$ cat src/rtl/ryuv_pkg.sv
`timescale 1ns / 1ps

package ryuv_pkg;

  localparam int NUM_PIX = 4;
  localparam logic [7:0] ALPHA_THRESHOLD_RESET = 8'd128;

  // Widths of the block-level sums and counts.
  localparam int CNT_W = 3;
  localparam int CSUM_W = 10;

  // Reciprocal of three in 11 fractional bits; exact floor for sums below 1024.
  localparam logic [9:0] RECIP3 = 10'd683;

  typedef struct packed {
    logic       in_patch;
    logic       opaque;
    logic [7:0] luma;
    logic [7:0] cb;
    logic [7:0] cr;
  } lane_res_t;

  typedef struct packed {
    logic [7:0] luma_top_left;
    logic [7:0] luma_top_right;
    logic [7:0] luma_bottom_left;
    logic [7:0] luma_bottom_right;
    logic [3:0] luma_opaque;
    logic       chroma_opaque;
    logic [7:0] chroma_blue;
    logic [7:0] chroma_red;
  } block_res_t;

  // Floor of sum / cnt for cnt in 1..4; the sum never exceeds 240 * cnt.
  function automatic logic [7:0] div_by_count(input logic [CSUM_W-1:0] sum,
                                              input logic [CNT_W-1:0] cnt);
    logic [19:0] prod;
    logic [7:0]  q;
    prod = 20'(sum) * 20'(RECIP3);
    case (cnt)
      3'd1: q = sum[7:0];
      3'd2: q = sum[8:1];
      3'd3: q = prod[18:11];
      3'd4: q = sum[9:2];
      default: q = 8'd0;
    endcase
    return q;
  endfunction

endpackage

$ cat src/rtl/ryuv_if.sv
`timescale 1ns / 1ps

interface ryuv_in_if;
  logic        valid;
  logic        ready;
  logic [31:0] pixel_top_left;
  logic [31:0] pixel_top_right;
  logic [31:0] pixel_bottom_left;
  logic [31:0] pixel_bottom_right;
  logic [3:0]  inside_patch;

  modport source (
    output valid, pixel_top_left, pixel_top_right, pixel_bottom_left,
           pixel_bottom_right, inside_patch,
    input  ready
  );
  modport sink (
    input  valid, pixel_top_left, pixel_top_right, pixel_bottom_left,
           pixel_bottom_right, inside_patch,
    output ready
  );
endinterface

interface ryuv_out_if;
  logic       valid;
  logic       ready;
  logic [7:0] luma_top_left;
  logic [7:0] luma_top_right;
  logic [7:0] luma_bottom_left;
  logic [7:0] luma_bottom_right;
  logic [3:0] luma_opaque;
  logic       chroma_opaque;
  logic [7:0] chroma_blue;
  logic [7:0] chroma_red;

  modport source (
    output valid, luma_top_left, luma_top_right, luma_bottom_left,
           luma_bottom_right, luma_opaque, chroma_opaque, chroma_blue, chroma_red,
    input  ready
  );
  modport sink (
    input  valid, luma_top_left, luma_top_right, luma_bottom_left,
           luma_bottom_right, luma_opaque, chroma_opaque, chroma_blue, chroma_red,
    output ready
  );
endinterface

$ cat src/rtl/rgba_block_to_yuv420_masked.sv
`timescale 1ns / 1ps
// Channel   Direction  Payload
// pixels    in         four RGBA words and the 4-bit patch mask of one 2x2 block
// samples   out        four luma values, opacity bits, one chroma sample
// cfg       in         alpha threshold write (cfg_we, cfg_data)
//
// One block per cycle while samples is ready, through the lane and result registers.
// Four pixel lanes compute luma and chroma in the first stage; the merge stage
// counts, sums and divides the chroma and holds the result register.
// A samples stall holds each full stage; pixels.ready drops only when both are full.
// rst clears the stage valid bits and sets the threshold to 128.

module rgba_block_to_yuv420_masked
  import ryuv_pkg::*;
(
  input  logic       clk,
  input  logic       rst,
  input  logic       cfg_we,
  input  logic [7:0] cfg_data,
  ryuv_in_if.sink    pixels,
  ryuv_out_if.source samples
);

  logic [7:0]  alpha_threshold;
  logic        lane_valid;
  logic        res_valid;
  logic        lane_en;
  logic        res_en;
  logic [31:0] pix [NUM_PIX];
  lane_res_t   lanes [NUM_PIX];
  block_res_t  res;

  always_ff @(posedge clk) begin
    if (rst) begin
      alpha_threshold <= ALPHA_THRESHOLD_RESET;
    end else if (cfg_we) begin
      alpha_threshold <= cfg_data;
    end
  end

  // Advance a stage when its register is empty or drains this cycle.
  assign res_en       = !res_valid || samples.ready;
  assign lane_en      = !lane_valid || res_en;
  assign pixels.ready = lane_en;

  always_ff @(posedge clk) begin
    if (rst) begin
      lane_valid <= 1'b0;
      res_valid  <= 1'b0;
    end else begin
      if (lane_en) begin
        lane_valid <= pixels.valid;
      end
      if (res_en) begin
        res_valid <= lane_valid;
      end
    end
  end

  assign pix[0] = pixels.pixel_top_left;
  assign pix[1] = pixels.pixel_top_right;
  assign pix[2] = pixels.pixel_bottom_left;
  assign pix[3] = pixels.pixel_bottom_right;

  for (genvar k = 0; k < NUM_PIX; k++) begin : g_lane
    ryuv_lane u_lane (
      .clk             (clk),
      .en              (lane_en),
      .pixel           (pix[k]),
      .in_patch        (pixels.inside_patch[k]),
      .alpha_threshold (alpha_threshold),
      .res             (lanes[k])
    );
  end

  ryuv_merge u_merge (
    .clk   (clk),
    .en    (res_en),
    .lanes (lanes),
    .res   (res)
  );

  assign samples.valid             = res_valid;
  assign samples.luma_top_left     = res.luma_top_left;
  assign samples.luma_top_right    = res.luma_top_right;
  assign samples.luma_bottom_left  = res.luma_bottom_left;
  assign samples.luma_bottom_right = res.luma_bottom_right;
  assign samples.luma_opaque       = res.luma_opaque;
  assign samples.chroma_opaque     = res.chroma_opaque;
  assign samples.chroma_blue       = res.chroma_blue;
  assign samples.chroma_red        = res.chroma_red;

  a_chroma_needs_opaque: assert property (@(posedge clk) disable iff (rst)
    samples.valid && samples.chroma_opaque |-> samples.luma_opaque != 4'd0)
    else $error("chroma opaque with no opaque pixel");

  a_chroma_zero: assert property (@(posedge clk) disable iff (rst)
    samples.valid && !samples.chroma_opaque
      |-> samples.chroma_blue == 8'd0 && samples.chroma_red == 8'd0)
    else $error("chroma not cleared");

  a_luma_masked: assert property (@(posedge clk) disable iff (rst)
    samples.valid && !samples.luma_opaque[0] |-> samples.luma_top_left == 8'd0)
    else $error("luma of non-opaque pixel not zero");

  a_luma_range: assert property (@(posedge clk) disable iff (rst)
    samples.valid && samples.luma_opaque[3]
      |-> samples.luma_bottom_right >= 8'd16 && samples.luma_bottom_right <= 8'd235)
    else $error("luma out of limited range");

  a_stall_holds_stage: assert property (@(posedge clk) disable iff (rst)
    lane_valid && res_valid && !samples.ready |=> lane_valid && res_valid)
    else $error("stage lost under stall");

endmodule

$ cat src/rtl/ryuv_lane.sv
`timescale 1ns / 1ps

module ryuv_lane
  import ryuv_pkg::*;
(
  input  logic        clk,
  input  logic        en,
  input  logic [31:0] pixel,
  input  logic        in_patch,
  input  logic [7:0]  alpha_threshold,
  output lane_res_t   res
);

  logic [7:0]         red;
  logic [7:0]         green;
  logic [7:0]         blue;
  logic [7:0]         alpha;
  logic               opaque;
  logic [16:0]        y_sum;
  logic [16:0]        y_full;
  logic signed [17:0] u_sum;
  logic signed [17:0] v_sum;
  logic signed [17:0] u_full;
  logic signed [17:0] v_full;
  lane_res_t          res_next;

  assign red   = pixel[7:0];
  assign green = pixel[15:8];
  assign blue  = pixel[23:16];
  assign alpha = pixel[31:24];

  assign opaque = in_patch && (alpha >= alpha_threshold);

  assign y_sum = 17'd66 * 17'(red) + 17'd129 * 17'(green) + 17'd25 * 17'(blue) + 17'd128;
  assign u_sum = 18'sd112 * $signed(18'(blue)) - 18'sd38 * $signed(18'(red))
               - 18'sd74 * $signed(18'(green)) + 18'sd128;
  assign v_sum = 18'sd112 * $signed(18'(red)) - 18'sd94 * $signed(18'(green))
               - 18'sd18 * $signed(18'(blue)) + 18'sd128;

  // Arithmetic shift floors the negative sums.
  assign y_full = 17'd16 + (y_sum >> 8);
  assign u_full = 18'sd128 + (u_sum >>> 8);
  assign v_full = 18'sd128 + (v_sum >>> 8);

  always_comb begin
    res_next.in_patch = in_patch;
    res_next.opaque   = opaque;
    res_next.luma     = opaque ? y_full[7:0] : 8'd0;
    res_next.cb       = u_full[7:0];
    res_next.cr       = v_full[7:0];
  end

  always_ff @(posedge clk) begin
    if (en) begin
      res <= res_next;
    end
  end

endmodule

$ cat src/rtl/ryuv_merge.sv
`timescale 1ns / 1ps

module ryuv_merge
  import ryuv_pkg::*;
(
  input  logic       clk,
  input  logic       en,
  input  lane_res_t  lanes [NUM_PIX],
  output block_res_t res
);

  logic [CNT_W-1:0]  in_cnt;
  logic [CNT_W-1:0]  cov_cnt;
  logic [CSUM_W-1:0] sum_u;
  logic [CSUM_W-1:0] sum_v;
  logic [3:0]        opaque_bits;
  logic              chroma;
  block_res_t        res_next;

  always_comb begin
    in_cnt  = '0;
    cov_cnt = '0;
    sum_u   = '0;
    sum_v   = '0;
    for (int k = 0; k < NUM_PIX; k++) begin
      opaque_bits[k] = lanes[k].opaque;
      in_cnt  = in_cnt + CNT_W'(lanes[k].in_patch);
      cov_cnt = cov_cnt + CNT_W'(lanes[k].opaque);
      if (lanes[k].opaque) begin
        sum_u = sum_u + CSUM_W'(lanes[k].cb);
        sum_v = sum_v + CSUM_W'(lanes[k].cr);
      end
    end
  end

  assign chroma = (in_cnt != '0) && (cov_cnt != '0)
               && ({cov_cnt, 1'b0} >= {1'b0, in_cnt});

  always_comb begin
    res_next.luma_top_left     = lanes[0].luma;
    res_next.luma_top_right    = lanes[1].luma;
    res_next.luma_bottom_left  = lanes[2].luma;
    res_next.luma_bottom_right = lanes[3].luma;
    res_next.luma_opaque       = opaque_bits;
    res_next.chroma_opaque     = chroma;
    res_next.chroma_blue       = chroma ? div_by_count(sum_u, cov_cnt) : 8'd0;
    res_next.chroma_red        = chroma ? div_by_count(sum_v, cov_cnt) : 8'd0;
  end

  always_ff @(posedge clk) begin
    if (en) begin
      res <= res_next;
    end
  end

endmodule
$ cat src/flat_wrapper.sv
// flat-port wrapper written by rule: the top's interface ports become plain ports
module rgba_block_to_yuv420_masked_flat import ryuv_pkg::*;
  (clk, rst, cfg_we, cfg_data, pixels_valid, pixels_pixel_top_left, pixels_pixel_top_right, pixels_pixel_bottom_left, pixels_pixel_bottom_right, pixels_inside_patch, pixels_ready, samples_valid, samples_luma_top_left, samples_luma_top_right, samples_luma_bottom_left, samples_luma_bottom_right, samples_luma_opaque, samples_chroma_opaque, samples_chroma_blue, samples_chroma_red, samples_ready);
  ryuv_in_if pixels_i ();
  ryuv_out_if samples_i ();
  input  logic clk;
  input  logic rst;
  input  logic cfg_we;
  input  logic [7:0] cfg_data;
  input wire logic [$bits(pixels_i.valid)-1:0] pixels_valid;
  input wire logic [$bits(pixels_i.pixel_top_left)-1:0] pixels_pixel_top_left;
  input wire logic [$bits(pixels_i.pixel_top_right)-1:0] pixels_pixel_top_right;
  input wire logic [$bits(pixels_i.pixel_bottom_left)-1:0] pixels_pixel_bottom_left;
  input wire logic [$bits(pixels_i.pixel_bottom_right)-1:0] pixels_pixel_bottom_right;
  input wire logic [$bits(pixels_i.inside_patch)-1:0] pixels_inside_patch;
  output wire logic [$bits(pixels_i.ready)-1:0] pixels_ready;
  output wire logic [$bits(samples_i.valid)-1:0] samples_valid;
  output wire logic [$bits(samples_i.luma_top_left)-1:0] samples_luma_top_left;
  output wire logic [$bits(samples_i.luma_top_right)-1:0] samples_luma_top_right;
  output wire logic [$bits(samples_i.luma_bottom_left)-1:0] samples_luma_bottom_left;
  output wire logic [$bits(samples_i.luma_bottom_right)-1:0] samples_luma_bottom_right;
  output wire logic [$bits(samples_i.luma_opaque)-1:0] samples_luma_opaque;
  output wire logic [$bits(samples_i.chroma_opaque)-1:0] samples_chroma_opaque;
  output wire logic [$bits(samples_i.chroma_blue)-1:0] samples_chroma_blue;
  output wire logic [$bits(samples_i.chroma_red)-1:0] samples_chroma_red;
  input wire logic [$bits(samples_i.ready)-1:0] samples_ready;
  assign pixels_i.valid = pixels_valid;
  assign pixels_i.pixel_top_left = pixels_pixel_top_left;
  assign pixels_i.pixel_top_right = pixels_pixel_top_right;
  assign pixels_i.pixel_bottom_left = pixels_pixel_bottom_left;
  assign pixels_i.pixel_bottom_right = pixels_pixel_bottom_right;
  assign pixels_i.inside_patch = pixels_inside_patch;
  assign pixels_ready = pixels_i.ready;
  assign samples_valid = samples_i.valid;
  assign samples_luma_top_left = samples_i.luma_top_left;
  assign samples_luma_top_right = samples_i.luma_top_right;
  assign samples_luma_bottom_left = samples_i.luma_bottom_left;
  assign samples_luma_bottom_right = samples_i.luma_bottom_right;
  assign samples_luma_opaque = samples_i.luma_opaque;
  assign samples_chroma_opaque = samples_i.chroma_opaque;
  assign samples_chroma_blue = samples_i.chroma_blue;
  assign samples_chroma_red = samples_i.chroma_red;
  assign samples_i.ready = samples_ready;
  rgba_block_to_yuv420_masked u_core (.clk(clk), .rst(rst), .cfg_we(cfg_we), .cfg_data(cfg_data), .pixels(pixels_i), .samples(samples_i));
endmodule
$ cat config.mk
export PLATFORM = sky130hd
export DESIGN_NAME = rgba_block_to_yuv420_masked_flat
export DESIGN_NICKNAME = d
export VERILOG_FILES = /design/src/rtl/ryuv_pkg.sv /design/src/rtl/ryuv_if.sv /design/src/rtl/rgba_block_to_yuv420_masked.sv /design/src/rtl/ryuv_lane.sv /design/src/rtl/ryuv_merge.sv /design/src/flat_wrapper.sv
export SDC_FILE = /design/constraint.sdc
export NUM_CORES = 2
export LEC_CHECK = 0
export ABC_CLOCK_PERIOD_IN_PS = 19670
export BUFFER_PORTS_ARGS = -buffer_cell sky130_fd_sc_hd__buf_4
export CORE_MARGIN = 4
export CORE_UTILIZATION = 60
export CTS_CLUSTER_SIZE = 25
export DETAILED_ROUTE_END_ITERATION = 10
export GPL_TIMING_DRIVEN = 0
export PLACE_DENSITY = 0.78
export SYNTH_ARGS = -nofsm -noshare
export SYNTH_HDL_FRONTEND = slang
export SYNTH_SLANG_ARGS = --single-unit
$ cat constraint.sdc
create_clock -name clk -period 19.67 [get_ports clk]
set_clock_uncertainty 0.15 [all_clocks]
set_input_delay 0.9835 -clock clk [delete_from_list [all_inputs] [get_ports clk]]
set_output_delay 0.9835 -clock clk [all_outputs]
set_load 0.01 [all_outputs]
==> results_dict.tcl <==
set metrics [dict create \
    io_buffer_count 197 \
    avgSynthCellArea_um2 9.809 \
    finalSetupViolCount 0 \
    clk_pin_slew_ns 0.07 \
    status "complete, no violations" \
    worstMarginPinSlew_ns 1.182 \
    via_per_inst 5.525 \
    dp.cells 5159 \
    grt_pass1_wl_um 145400 \
    cts_buffers 17 \
    cts_hold_buf 0 \
    critical_path_class "reg2reg" \
    die_h_um 266.8 \
    fillers 5277 \
    grt_start_max_net_pins 65 \
    synth_fp_nets 5738 \
    instances_no_fill 5191 \
    drv_slew 0 \
    r2r_slack_ns 9.05 \
    rows 94 \
    postCtsSetupBuffers 0 \
    cts_tree "built" \
    critPathMaxFanout 10 \
    critPathTopFamily "adder cells" \
    synth_common_cells "ha_1, inv_1, fa_1, xnor2_1, a21oi_1" \
    wirelength_um 87140 \
    tns_ns 0 \
    grt_usage 0.2543 \
    hold_viol_final 0 \
    diodes 0 \
    syn_inst 4096 \
    die_x_um 266.8 \
    cts_resized 0 \
    fin_util 0.6565 \
    gp_congestion 0.9084 \
    design.core.area_um2 66100 \
    critPathMaxStageDelay_ns 0.70 \
    syn_to_final_growth_pct 8.009 \
    design_area_um2 43400 \
    drtAntennaViolNets 0 \
    clock.fmax_mhz 94.13 \
    ys_seq_area_frac 0.1223 \
    clockBufferDepth 2 \
    num_vias 28680 \
    crit_path_start_kind "flop" \
    design.portCount 200 \
    synth-main-ff-cell "edfxtp_1" \
    synth_edf_count 157 \
    place_area_um2 42800 \
    multiInputGateArea_um2 31980 \
    drt_iter0_markers 1658 \
    synthArstFlopShare 0 \
    fin_crit_ns 10.62 \
    synth_most_common_cell "ha_1" \
    gr-total-overflow 0 \
    drive_above_1_share 0.06610 \
    hp-class "reg2reg" \
    max_slew_margin 0.2050 \
    grt_pass1_vias 29416 \
    htreeDepth 4 \
    critPathArrivalTime_ns 10.70 \
    crit_slowest_cell "edfxtp_1" \
    startpoint "u_core.g_lane[0].u_lane.res[24]" \
    ys_warn_count 0 \
    post-synth-top-area-fraction 0.3429 \
    ys_ff_latch 167 \
    end_kind "flop" \
    fin_crit_sh 0.5401 \
    start_util 0.6079 \
    cap_violations 0 \
    synth_cell_types 82 \
    cp_data_required_time_ns 19.74 \
    crit_buf_inv 8 \
    route.detailed.drc 0 \
    root_buffer "clkbuf_16" \
    synth_top_area_cell "ha_1" \
    antenna_found_initial 1 \
    dp.final_hpwl_um 73410 \
    synth_area_um2 40180 \
    reg2reg_from "u_core.g_lane[0].u_lane.res[24]" \
    synth.area.top_cells "ha_1, fa_1, edfxtp_1" \
    drt-wirelength-per-cell_um 16.79 \
    die-area_um2 71170 \
    worst-path-stages 42 \
    regArea_um2 4915 \
    nets 5956 \
    numClockSinks 167 \
    first_pass_iters 6 \
    reg2reg_to "u_core.u_merge.res[11]" \
    crit_end "u_core.u_merge.res[11]" \
    clock_latency_ns 0.50 \
    r2r_cells 42 \
    rsz0062_at_grt "no" \
]
==> registers in the layout (all words and copies together) (netlist names) <==
signal and cells:
u_core.samples.valid 1, u_core.lane_valid 1, u_core.u_merge.res 53, u_core.g_lane.u_lane.res 104, u_core.alpha_threshold 8
==> per-layer routing <==
metal,global-route usage,vias to the layer above,share of wire
met5,0,-,0
met1,0.3465,13770,0.45
met3,0.02784,119,0.042
met4,0.06111,0,0.021
met2,0.4377,547,0.48
li1,-,14244,-
==> logic make-up after synthesis <==
family                     after synthesis  synth area share
buffers and inverters                  879           0.08224
DFF                                    167            0.1223
AOI/OAI and AO/OA                      666            0.1082
xor gates and xnor gates               334           0.07489
adders and majority gates             1497            0.5402
and+or+nand+nor                        525           0.06468
muxes                                   28          0.007536
==> how the worst min path moves through the flow <==
stage / cells after the start / from / end
2_1_floorplan: 0 / u_core.g_lane[3].u_lane.res[16] / u_core.u_merge.res[21]
3_3_place_gp: 0 / u_core.g_lane[2].u_lane.res[19] / u_core.u_merge.res[32]
3_5_place_dp: 0 / u_core.g_lane[1].u_lane.res[20] / u_core.u_merge.res[41]
4_1_cts: 0 / u_core.g_lane[0].u_lane.res[18] / u_core.u_merge.res[47]
5_1_grt: 0 / u_core.g_lane[0].u_lane.res[18] / u_core.u_merge.res[47]
6_report: 0 / u_core.g_lane[2].u_lane.res[23] / u_core.u_merge.res[36]
==> layout make-up <==
type                    instances  area share
inverters                     857     0.07418
clock inverters                15    0.004008
multi-input cells            3050      0.7369
plain buffers                  22    0.002018
repair buffers                199     0.03497
well taps                     864     0.02491
clock buffers                  17    0.009803
flip-flops and latches        167      0.1133
==> metrics by stage <==
| stage | setup slack (ns) | hold slack, ns |
|---|---|---|
| final | 9.046 | 0.2683 |
| after global routing | 8.398 | 0.2761 |
| after CTS | 9.138 | 0.2739 |
| after detailed placement | 9.205 | 0.2554 |
| after global placement | 9.283 | 0.2510 |
| after floorplan | 10.93 | 0.2503 |
==> layout by cell type (no fill, tap or decap), drive strengths merged, types with 58 or more instances in the layout <==
cell	count
ha	1101
inv	867
fa	396
xnor2	251
a21oi	225
buf	206
nor2	190
edfxtp	157
o21ai	96
o21bai	94
xor2	78
a21o	73
nand2	69
nor2b	58
==> worst reg2reg max path, delay by kind of cell, from the launching register on <==
kind | cells | cell delay, ns
adders and majority gates | 10 | 3.73
DFF | 1 | 0.70
and+or+nand+nor | 8 | 1.30
buffers and inverters | 8 | 1.14
xor gates and xnor gates | 1 | 0.13
AOI/OAI and AO/OA | 15 | 3.22
Power is not shown: default switching activity piles up to over one toggle a cycle in this logic, so the estimate is an artifact.
